**config.mk**
```make
export PLATFORM = sky130hd
export DESIGN_NAME = keypad_code_sequence_lock_unit
export DESIGN_NICKNAME = d
export VERILOG_FILES = /design/src/rtl/kcsl_pkg.sv /design/src/rtl/keypad_code_sequence_lock_unit.sv /design/src/rtl/kcsl_regs.sv /design/src/rtl/kcsl_core.sv
export VERILOG_INCLUDE_DIRS = /design/src /design/src/rtl
export SDC_FILE = /design/constraint.sdc
export NUM_CORES = 1
export LEC_CHECK = 0
export BUFFER_PORTS_ARGS = -buffer_cell sky130_fd_sc_hd__buf_2
export CELL_PAD_IN_SITES_DETAIL_PLACEMENT = 1
export CELL_PAD_IN_SITES_GLOBAL_PLACEMENT = 2
export CORE_ASPECT_RATIO = 0.6
export CORE_UTILIZATION = 25
export CTS_CLUSTER_DIAMETER = 50
export DETAILED_ROUTE_END_ITERATION = 10
export PLACE_DENSITY = 0.63
export SLEW_MARGIN = 20
export SYNTH_ARGS = -nofsm -noshare
export SYNTH_HDL_FRONTEND = slang
export SYNTH_HIERARCHICAL = 1
export SYNTH_SLANG_ARGS = --single-unit
```
**constraint.sdc**
```tcl
create_clock -name clk -period 9.4 [get_ports clk]
set_input_delay 1.88 -clock clk [delete_from_list [all_inputs] [get_ports clk]]
set_output_delay 1.88 -clock clk [all_outputs]
set_load 0.01 [all_outputs]
```
**src/rtl/keypad_code_sequence_lock_unit_assert.svh**
```systemverilog
// assertion macros shared by the lock unit
`ifndef KEYPAD_CODE_SEQUENCE_LOCK_UNIT_ASSERT_SVH
`define KEYPAD_CODE_SEQUENCE_LOCK_UNIT_ASSERT_SVH

`ifndef SYNTH

// same-cycle implication
`define KCSL_ASSERT_IMP(label, clk, rst, ante, cons) \
  label: assert property (@(posedge clk) disable iff (rst) (ante) |-> (cons)) \
    else $error("kcsl same-cycle check failed");

// next-cycle implication
`define KCSL_ASSERT_NXT(label, clk, rst, ante, cons) \
  label: assert property (@(posedge clk) disable iff (rst) (ante) |=> (cons)) \
    else $error("kcsl next-cycle check failed");

`else

`define KCSL_ASSERT_IMP(label, clk, rst, ante, cons)
`define KCSL_ASSERT_NXT(label, clk, rst, ante, cons)

`endif

`endif

```
**src/rtl/kcsl_pkg.sv**
```systemverilog
package kcsl_pkg;

  localparam int PAD_COUNT  = 5;
  localparam int TIMER_BITS = 16;
  localparam int CODE_LEN   = 5;
  localparam int TICKS_W    = 16;
  localparam int CODE_W     = 3;
  localparam int COUNT_W    = 3;
  localparam int RED_W      = 5;
  localparam int PADS_W     = 5;
  localparam int APB_AW     = 5;
  localparam int APB_DW     = 32;
  localparam int IN_TDATA_W  = 8;
  localparam int OUT_TDATA_W = 16;

  typedef logic [PAD_COUNT-1:0]  pad_mask_t;
  typedef logic [TIMER_BITS-1:0] timer_t;
  typedef logic [CODE_W-1:0]     code_t;
  typedef logic [COUNT_W-1:0]    count_t;
  typedef logic [TICKS_W-1:0]    ticks_t;
  typedef logic [RED_W-1:0]      red_field_t;
  typedef logic [PADS_W-1:0]     pads_field_t;

  localparam timer_t    TIMER_MAX = '1;
  localparam pad_mask_t ALL_PADS  = '1;

  localparam ticks_t BEEP_TICKS_RST    = 16'd150;
  localparam ticks_t LOCKOUT_TICKS_RST = 16'd300;

  typedef enum logic [1:0] {
    CMD_TICK   = 2'd0,
    CMD_ARM    = 2'd1,
    CMD_DISARM = 2'd2
  } cmd_t;

  typedef enum logic [1:0] {
    MODE_IDLE    = 2'd0,
    MODE_ACTIVE  = 2'd1,
    MODE_LOCKOUT = 2'd2
  } mode_t;

  typedef enum logic [1:0] {
    TONE_SILENT = 2'd0,
    TONE_LOW    = 2'd1,
    TONE_HIGH   = 2'd2
  } tone_t;

  typedef enum logic [1:0] {
    EV_NONE  = 2'd0,
    EV_DONE  = 2'd1,
    EV_WRONG = 2'd2
  } event_t;

  typedef enum logic [2:0] {
    REG_CODE_FIRST  = 3'd0,
    REG_CODE_SECOND = 3'd1,
    REG_CODE_THIRD  = 3'd2,
    REG_CODE_FOURTH = 3'd3,
    REG_CODE_FIFTH  = 3'd4,
    REG_BEEP        = 3'd5,
    REG_LOCKOUT     = 3'd6
  } reg_idx_t;

  typedef struct packed {
    pads_field_t pad_down;
    logic [1:0]  command;
  } item_t;

  typedef struct packed {
    logic [1:0] event_res;
    logic [1:0] tone;
    logic       white_flash;
    red_field_t red_mask;
    count_t     progress;
    logic [1:0] mode;
  } result_t;

  typedef struct packed {
    code_t [CODE_LEN-1:0] code;
    ticks_t               beep_ticks;
    ticks_t               lockout_ticks;
  } cfg_t;

  // register value clipped to what the timer can count to
  function automatic timer_t limit_of(ticks_t ticks);
    logic [31:0] wide;
    wide = 32'(ticks);
    if (wide > 32'(TIMER_MAX)) return TIMER_MAX;
    return timer_t'(wide);
  endfunction

  function automatic timer_t count_up(timer_t v);
    if (v == TIMER_MAX) return v;
    return v + timer_t'(1);
  endfunction

endpackage

```
**src/rtl/keypad_code_sequence_lock_unit.sv**
```systemverilog
// Five-pad code lock. Each input item is a 1 ms tick carrying pad touch-down
// edges, an arm or a disarm command, and each item yields exactly one result
// item with mode, progress, red pad mask, white flash, tone and event. One item
// is taken per clock while the output is not stalled; the input register takes
// the item when it is accepted, and the lock state and result register update
// when it moves on, which a stalled output can hold off. Code and timer
// registers sit on the APB port and should be written only while no item is
// in flight.
`include "keypad_code_sequence_lock_unit_assert.svh"

module keypad_code_sequence_lock_unit (
  input  logic                             clk,
  input  logic                             rst,
  // s_tdata: command[1:0], pad_down[6:2], zero[7]
  input  logic                             s_tvalid,
  output logic                             s_tready,
  input  logic [kcsl_pkg::IN_TDATA_W-1:0]  s_tdata,
  // m_tdata: mode[1:0], progress[4:2], red_mask[9:5], white_flash[10],
  // tone[12:11], event_res[14:13], zero[15]
  output logic                             m_tvalid,
  input  logic                             m_tready,
  output logic [kcsl_pkg::OUT_TDATA_W-1:0] m_tdata,
  input  logic                             psel,
  input  logic                             penable,
  input  logic                             pwrite,
  input  logic [kcsl_pkg::APB_AW-1:0]      paddr,
  input  logic [kcsl_pkg::APB_DW-1:0]      pwdata,
  output logic [kcsl_pkg::APB_DW-1:0]      prdata,
  output logic                             pready
);

  kcsl_pkg::cfg_t    cfg;
  logic              in_valid;
  kcsl_pkg::item_t   in_item;
  logic              out_valid;
  kcsl_pkg::result_t out_res;
  kcsl_pkg::result_t res;
  logic              advance;

  kcsl_regs u_regs (
    .clk     (clk),
    .rst     (rst),
    .psel    (psel),
    .penable (penable),
    .pwrite  (pwrite),
    .paddr   (paddr),
    .pwdata  (pwdata),
    .prdata  (prdata),
    .pready  (pready),
    .cfg     (cfg)
  );

  kcsl_core u_core (
    .clk  (clk),
    .rst  (rst),
    .step (advance),
    .item (in_item),
    .cfg  (cfg),
    .res  (res)
  );

  // item moves into the result register when that slot is free or draining
  assign advance  = in_valid && (!out_valid || m_tready);
  assign s_tready = !in_valid || advance;

  always_ff @(posedge clk) begin
    if (rst) begin
      in_valid <= 1'b0;
    end else if (s_tready) begin
      in_valid <= s_tvalid;
    end
  end

  always_ff @(posedge clk) begin
    if (s_tready && s_tvalid) begin
      in_item <= kcsl_pkg::item_t'(s_tdata[6:0]);
    end
  end

  always_ff @(posedge clk) begin
    if (rst) begin
      out_valid <= 1'b0;
    end else if (advance) begin
      out_valid <= 1'b1;
    end else if (m_tready) begin
      out_valid <= 1'b0;
    end
  end

  always_ff @(posedge clk) begin
    if (advance) begin
      out_res <= res;
    end
  end

  assign m_tvalid = out_valid;
  assign m_tdata  = {1'b0, out_res};

  `KCSL_ASSERT_NXT(a_result_after_step, clk, rst, advance,
                   out_valid && out_res == $past(res))
  `KCSL_ASSERT_IMP(a_done_goes_idle, clk, rst,
                   out_valid && out_res.event_res == kcsl_pkg::EV_DONE,
                   out_res.mode == kcsl_pkg::MODE_IDLE &&
                   out_res.progress == kcsl_pkg::COUNT_W'(kcsl_pkg::CODE_LEN))
  `KCSL_ASSERT_IMP(a_wrong_locks_out, clk, rst,
                   out_valid && out_res.event_res == kcsl_pkg::EV_WRONG,
                   out_res.mode == kcsl_pkg::MODE_LOCKOUT && out_res.progress == '0 &&
                   out_res.white_flash && out_res.tone == kcsl_pkg::TONE_HIGH)
  `KCSL_ASSERT_NXT(a_held_item_stays, clk, rst, in_valid && !advance,
                   in_valid && $stable(in_item))

endmodule

```
**src/rtl/kcsl_regs.sv**
```systemverilog
module kcsl_regs (
  input  logic                        clk,
  input  logic                        rst,
  input  logic                        psel,
  input  logic                        penable,
  input  logic                        pwrite,
  input  logic [kcsl_pkg::APB_AW-1:0] paddr,
  input  logic [kcsl_pkg::APB_DW-1:0] pwdata,
  output logic [kcsl_pkg::APB_DW-1:0] prdata,
  output logic                        pready,
  output kcsl_pkg::cfg_t              cfg
);

  logic [2:0] reg_sel;
  logic       wr_en;

  assign reg_sel = paddr[4:2];
  assign pready  = 1'b1;
  assign wr_en   = psel && penable && pwrite && pready;

  always_ff @(posedge clk) begin
    if (rst) begin
      for (int i = 0; i < kcsl_pkg::CODE_LEN; i++) begin
        cfg.code[i] <= kcsl_pkg::CODE_W'(i);
      end
      cfg.beep_ticks    <= kcsl_pkg::BEEP_TICKS_RST;
      cfg.lockout_ticks <= kcsl_pkg::LOCKOUT_TICKS_RST;
    end else if (wr_en) begin
      case (reg_sel) inside
        kcsl_pkg::REG_CODE_FIRST, kcsl_pkg::REG_CODE_SECOND, kcsl_pkg::REG_CODE_THIRD,
        kcsl_pkg::REG_CODE_FOURTH, kcsl_pkg::REG_CODE_FIFTH: begin
          cfg.code[reg_sel] <= pwdata[kcsl_pkg::CODE_W-1:0];
        end
        kcsl_pkg::REG_BEEP: begin
          cfg.beep_ticks <= pwdata[kcsl_pkg::TICKS_W-1:0];
        end
        kcsl_pkg::REG_LOCKOUT: begin
          cfg.lockout_ticks <= pwdata[kcsl_pkg::TICKS_W-1:0];
        end
        default: begin
        end
      endcase
    end
  end

  always_comb begin
    case (reg_sel) inside
      kcsl_pkg::REG_CODE_FIRST, kcsl_pkg::REG_CODE_SECOND, kcsl_pkg::REG_CODE_THIRD,
      kcsl_pkg::REG_CODE_FOURTH, kcsl_pkg::REG_CODE_FIFTH: begin
        prdata = kcsl_pkg::APB_DW'(cfg.code[reg_sel]);
      end
      kcsl_pkg::REG_BEEP:    prdata = kcsl_pkg::APB_DW'(cfg.beep_ticks);
      kcsl_pkg::REG_LOCKOUT: prdata = kcsl_pkg::APB_DW'(cfg.lockout_ticks);
      default:               prdata = '0;
    endcase
  end

endmodule

```
**src/rtl/kcsl_core.sv**
```systemverilog
module kcsl_core (
  input  logic              clk,
  input  logic              rst,
  input  logic              step,
  input  kcsl_pkg::item_t   item,
  input  kcsl_pkg::cfg_t    cfg,
  output kcsl_pkg::result_t res
);

  kcsl_pkg::mode_t     mode, mode_next;
  kcsl_pkg::count_t    count, count_next;
  logic                beep_active, beep_active_next;
  kcsl_pkg::timer_t    beep_elapsed, beep_elapsed_next;
  kcsl_pkg::timer_t    lockout_elapsed, lockout_elapsed_next;
  kcsl_pkg::tone_t     tone, tone_next;
  kcsl_pkg::pad_mask_t lit_red, lit_red_next;
  logic                lit_white, lit_white_next;
  kcsl_pkg::event_t    ev;

  kcsl_pkg::pad_mask_t pads;
  kcsl_pkg::code_t     pad_idx;
  logic                hit;
  logic                match;

  always_ff @(posedge clk) begin
    if (rst) begin
      mode            <= kcsl_pkg::MODE_IDLE;
      count           <= '0;
      beep_active     <= 1'b0;
      beep_elapsed    <= '0;
      lockout_elapsed <= '0;
      tone            <= kcsl_pkg::TONE_SILENT;
      lit_red         <= '0;
      lit_white       <= 1'b0;
    end else if (step) begin
      mode            <= mode_next;
      count           <= count_next;
      beep_active     <= beep_active_next;
      beep_elapsed    <= beep_elapsed_next;
      lockout_elapsed <= lockout_elapsed_next;
      tone            <= tone_next;
      lit_red         <= lit_red_next;
      lit_white       <= lit_white_next;
    end
  end

  // lowest pressed pad wins
  always_comb begin
    pads    = kcsl_pkg::pad_mask_t'(item.pad_down);
    pad_idx = '0;
    hit     = 1'b0;
    for (int i = kcsl_pkg::PAD_COUNT - 1; i >= 0; i--) begin
      if (pads[i]) begin
        pad_idx = kcsl_pkg::CODE_W'(i);
        hit     = 1'b1;
      end
    end
    match = (count < kcsl_pkg::COUNT_W'(kcsl_pkg::CODE_LEN)) && (pad_idx == cfg.code[count]);
  end

  always_comb begin
    mode_next            = mode;
    count_next           = count;
    beep_active_next     = beep_active;
    beep_elapsed_next    = beep_elapsed;
    lockout_elapsed_next = lockout_elapsed;
    tone_next            = tone;
    lit_red_next         = lit_red;
    lit_white_next       = lit_white;
    ev                   = kcsl_pkg::EV_NONE;

    case (kcsl_pkg::cmd_t'(item.command))
      kcsl_pkg::CMD_TICK: begin
        if (beep_active) begin
          beep_elapsed_next = kcsl_pkg::count_up(beep_elapsed);
          if (beep_elapsed_next >= kcsl_pkg::limit_of(cfg.beep_ticks)) begin
            tone_next        = kcsl_pkg::TONE_SILENT;
            beep_active_next = 1'b0;
          end
        end
        if (mode == kcsl_pkg::MODE_LOCKOUT) begin
          lockout_elapsed_next = kcsl_pkg::count_up(lockout_elapsed);
          if (lockout_elapsed_next >= kcsl_pkg::limit_of(cfg.lockout_ticks)) begin
            tone_next      = kcsl_pkg::TONE_SILENT;
            mode_next      = kcsl_pkg::MODE_ACTIVE;
            lit_red_next   = kcsl_pkg::ALL_PADS;
            lit_white_next = 1'b0;
          end
        end else if (mode == kcsl_pkg::MODE_ACTIVE && hit) begin
          if (match) begin
            for (int i = 0; i < kcsl_pkg::PAD_COUNT; i++) begin
              if (pad_idx == kcsl_pkg::CODE_W'(i)) lit_red_next[i] = 1'b0;
            end
            tone_next         = kcsl_pkg::TONE_LOW;
            beep_active_next  = 1'b1;
            beep_elapsed_next = '0;
            count_next        = count + kcsl_pkg::count_t'(1);
            if (count_next == kcsl_pkg::COUNT_W'(kcsl_pkg::CODE_LEN)) begin
              mode_next = kcsl_pkg::MODE_IDLE;
              ev        = kcsl_pkg::EV_DONE;
            end
          end else begin
            lit_red_next         = '0;
            lit_white_next       = 1'b1;
            tone_next            = kcsl_pkg::TONE_HIGH;
            lockout_elapsed_next = '0;
            mode_next            = kcsl_pkg::MODE_LOCKOUT;
            count_next           = '0;
            ev                   = kcsl_pkg::EV_WRONG;
          end
        end
      end
      kcsl_pkg::CMD_ARM: begin
        count_next           = '0;
        beep_active_next     = 1'b0;
        tone_next            = kcsl_pkg::TONE_SILENT;
        mode_next            = kcsl_pkg::MODE_ACTIVE;
        lit_red_next         = kcsl_pkg::ALL_PADS;
        lit_white_next       = 1'b0;
        lockout_elapsed_next = '0;
      end
      kcsl_pkg::CMD_DISARM: begin
        mode_next = kcsl_pkg::MODE_IDLE;
        if (beep_active) begin
          tone_next        = kcsl_pkg::TONE_SILENT;
          beep_active_next = 1'b0;
        end
      end
      default: begin
      end
    endcase

    res.mode        = mode_next;
    res.progress    = count_next;
    res.red_mask    = kcsl_pkg::red_field_t'(lit_red_next);
    res.white_flash = lit_white_next;
    res.tone        = tone_next;
    res.event_res   = ev;
  end

endmodule

```
==> run summary <==
The flow ran to the end, and the final reports show no timing, DRC or antenna violations. For this block, the routed nets add up to 25750 um of wire. The final max-slew violation count is 0. The total internal power came out at 1.047 mW. The worst path needs 5.559 ns of the cycle, external delays included. The final number of hold-violating endpoints is 0.

The depth of the most critical reg-to-reg path came out at 12. The number of sinks driven by the clock tree is 117. The number of instances on the worst hold path is 1. The slew at the pin closest to its max-slew limit is 1.140 ns. The clock root buffer is sky130_fd_sc_hd__clkbuf_16. The largest driver fanout on the critical path is 18. For this design, the CTS-stage hold fixing added 0 buffers. Relative to the synthesized area, the layout overhead comes to 15.83%. The number of maximum-capacitance violations came out at 0. Setup violations remaining at the end of the flow were counted as 0.

Dividing the final minimum period by the clock period gives 59.14%. After the last flow step, the layout net total stands at 1033. The number of distinct library cells after synthesis came out at 84. Clock-pin slew was measured on the worst setup and hold paths at 0.06 ns. The last weighted congestion value of the routability-driven placer is 0.7918. The routed wire length per instance came out at 18.91 um.

Registers take 2562 sq um. The combined buffer and inverter count along the critical path is 3. The upper clock frequency limit came out at 0.1799 GHz. TritonCTS built the clock tree. The sequential cell fraction of total power is 38.0%. The worst slack at placement is 3.773 ns. After global routing the overflow that remains totals 0. The critical path goes through buf_2, nor2b_1, buf_4, nand2_1, a31oi_1, buf_2. The number of stages on the worst setup path came out at 6. Fill cells in the final layout number 3539. The core region area came out at 30230 sq um. Entering global routing, the biggest net connects 86 pins.

The maximum number of buffers from clock root to sink came out at 2. The family with the most delay on the worst path is buffers and inverters. The number of design rule violations left after detail routing came out at 0. In the final layout, the share of cells above drive strength 1 is 13.84%.

The leakage power summed over all cells came out at 3.538 nW. The worst hold path belongs to the class register to register. In this run the tool buffered the top-level ports with 65 buffer cells. The die area came out at 31790 sq um. The average size of a mapped cell is 8.522 sq um.

The final worst slack came out at 3.841 ns. The share of the Yosys chip area taken by registers is 33.01%. The horizontal die dimension is 229.5 um. After the first detailed-routing iteration, the DRC count stood at 470.

STA classifies the critical path startpoint as a primary input. Combinational logic burns 8.1% of the power. Measured along the y axis, the die boundary spans 138.5 um. The number of synthesized flops with an enable pin came out at 22.

The H-tree generated during clock tree synthesis spans 4 levels. The power density relative to cell area came out at 153.8 nW/um^2. The via count of the first global-routing pass came to 6520. The effective utilization at floorplan came out at 25.69%. The routed via count divided by cell count came out at 4.948.

The worst-path cell with the longest stage delay is sky130_fd_sc_hd__nor2b_1. The number of instances in the synthesized netlist came out at 911. The required time of the worst setup path came out at 7.52 ns. The footprint of the multi-input gates is 4667 sq um. The post-CTS setup buffer count came out at 0. The clock network burns 53.8% of the power. The worst setup path is of the primary input to output port kind. The detail route stage leaves a number of antenna-violating nets equal to 0. The number of warnings issued by yosys is 6. The number of vias in the routed layout came out at 6739. The post-synthesis register bit count came out at 117. The number of placement rows came out at 49. The number of antenna violations at the first check in global routing is 1.

The number of gates resized after CTS was 0. The clock latency on the worst-skew pair came out at 0.44 ns. The worst slew margin relative to its limit is 23.60%. The kind of capture point of the worst setup path is an output port. The delay contributed by the slowest stage of the critical path is 0.64 ns. The first TritonRoute pass finished after 4 iterations. At the worst endpoint, the arrival time is 3.68 ns. The final antenna diode count came out at 0.

For this design the top-level I/O count stands at 103. In this run switching power makes up 24.26% of total power. The maximum vdd drop came out at 112.0 uV. For the final routed database, the setup TNS stands at 0 ns.

The share of async-settable or async-resettable flops after synthesis came out at 0%. By instance count, the cell type seen most on the critical path is sky130_fd_sc_hd__buf_2. The total clock buffers created by CTS is 17. In the synthesized netlist the dominant register cell turns out to be sky130_fd_sc_hd__dfxtp_1.

Global routing used 16.51% of the available tracks across all layers. Detailed placement ended at an HPWL of 19410 um. The reported net switching power came out at 0.3354 mW. The mapped cell area is 7764 sq um. Setup repair after global routing left no endpoint under its margin. The first-pass GRT wire length came out at 39970 um. The clock tree skew after final layout is 0.01387 ns.
==> cell usage after synthesis (6+ instances only) <==
master,n,area [sq um]
sky130_fd_sc_hd__xor2_1,6,52.55
sky130_fd_sc_hd__edfxtp_1,22,660.6
sky130_fd_sc_hd__and3_1,16,100.1
sky130_fd_sc_hd__dfxtp_1,95,1902
sky130_fd_sc_hd__nand2_1,68,255.2
sky130_fd_sc_hd__mux2i_1,64,640.6
sky130_fd_sc_hd__o22ai_1,10,62.56
sky130_fd_sc_hd__nor2_1,56,210.2
sky130_fd_sc_hd__nand3_1,21,105.1
sky130_fd_sc_hd__a32o_1,9,90.09
sky130_fd_sc_hd__o21ai_1,21,105.1
sky130_fd_sc_hd__buf_2,12,60.06
sky130_fd_sc_hd__nand2b_1,60,375.4
sky130_fd_sc_hd__a21oi_1,39,195.2
sky130_fd_sc_hd__nor3_1,18,90.09
sky130_fd_sc_hd__nor4_1,6,37.54
sky130_fd_sc_hd__o211ai_1,9,67.56
sky130_fd_sc_hd__a22oi_1,19,142.6
sky130_fd_sc_hd__o21ai_0,22,110.1
sky130_fd_sc_hd__inv_1,58,217.7
sky130_fd_sc_hd__nor2b_1,22,137.6
sky130_fd_sc_hd__ha_1,40,500.5
sky130_fd_sc_hd__clkbuf_1,40,150.1
sky130_fd_sc_hd__or3_1,8,50.05
sky130_fd_sc_hd__nand4_1,11,68.82
sky130_fd_sc_hd__mux2_2,7,78.83
sky130_fd_sc_hd__a31oi_1,9,56.30
sky130_fd_sc_hd__a221oi_1,6,52.55
sky130_fd_sc_hd__buf_4,21,157.7
sky130_fd_sc_hd__xnor2_1,16,140.1
==> path summary, 6_finish.rpt <==
path | startpoint | to | slack (ns)
setup reg to reg | u_core/lockout_elapsed[6] | m_tdata[11] | 4.30
hold reg to reg | u_core/tone[0] | u_core/tone[0] | 0.49
hold / removal | u_core/tone[0] | u_core/tone[0] | 0.49
setup / recovery | paddr[2] | prdata[1] | 3.84
==> power groups by stage <==
stage | Sequential (mW) | Clock, mW | Combinational, mW
floorplan | 0.537 | 0 | 0.0761
global placement | 0.537 | 0 | 0.112
detailed placement | 0.537 | 0 | 0.113
CTS | 0.526 | 0.764 | 0.113
global route | 0.527 | 0.786 | 0.123
finish | 0.526 | 0.744 | 0.112
==> kinds of logic after synthesis <==
| group | Yosys count | share of synthesized area, % |
|---|---|---|
| simple gates | 323 | 22.48 |
| compound gates | 197 | 17.52 |
| buf+inv | 135 | 7.929 |
| flops | 117 | 33.01 |
| mux | 74 | 9.992 |
| fa+ha+maj | 40 | 6.446 |
| xor+xnor | 22 | 2.482 |
| other cells | 3 | 0.1450 |
==> cell usage in the layout, fill, tap and decap left out, drive strengths merged, types with 6 or more instances in the layout <==
cell / n
nor2b: 22
nand2: 69
o22ai: 10
nand4: 11
xnor2: 16
nor3: 20
xor2: 6
mux2i: 64
a22oi: 19
clkbuf: 23
nand3: 21
a21oi: 40
edfxtp: 22
o21ai: 43
a221oi: 6
buf: 72
a32o: 9
conb: 18
o211ai: 9
nand2b: 61
ha: 40
a31oi: 9
or3: 8
inv: 58
nor2: 57
dfxtp: 95
nor4: 6
mux2: 8
and3: 16
==> flip-flops by register name (all words and copies together), names as in the netlist <==
register,count
u_core/beep_active,1
u_core/tone,2
u_core/mode,2
in_item,7
u_core/lit_red,5
in_valid,1
u_core/beep_elapsed,16
u_regs/cfg,47
u_core/lit_white,1
m_tvalid,1
u_core/lockout_elapsed,16
m_tdata,15
u_core/count,3
==> metrics by stage <==
stage / total power, mW / std cells / util (%) / cell area (sq um) / hold WS [ns]
after floorplan: 0.6128 / 926 / - / 7820 / 0.4572
after global placement: 0.6490 / 1330 / 27.59 / 8339 / 0.4778
after detailed placement: 0.6498 / 1330 / 27.59 / 8339 / 0.4791
after CTS: 1.403 / 1362 / 29.75 / 8992 / 0.4938
after global routing: 1.436 / 1362 / 29.75 / 8992 / 0.5117
final: 1.383 / 1362 / 29.75 / 8992 / 0.4882
==> cell type report <==
| class | instances | share of cell area [%] |
|---|---|---|
| tap | 408 | 5.677 |
| clock inverter | 9 | 1.948 |
| timing repair buffer | 72 | 4.202 |
| inverter | 59 | 2.463 |
| clock buffer | 23 | 5.315 |
| sequential | 117 | 28.50 |
| multi-input combinational | 674 | 51.90 |
==> routing by layer <==
metal / part of all wire (%) / vias to the layer above / global-route usage (%)
met1: 57 / 3301 / 26.56
met3: 3.9 / 18 / 3.486
met4: 0.85 / 2 / 4.211
li1: - / 3285 / -
met2: 38 / 133 / 21.31
met5: 0.043 / - / 0
No activity file was read; power rests on OpenSTA's default activity.
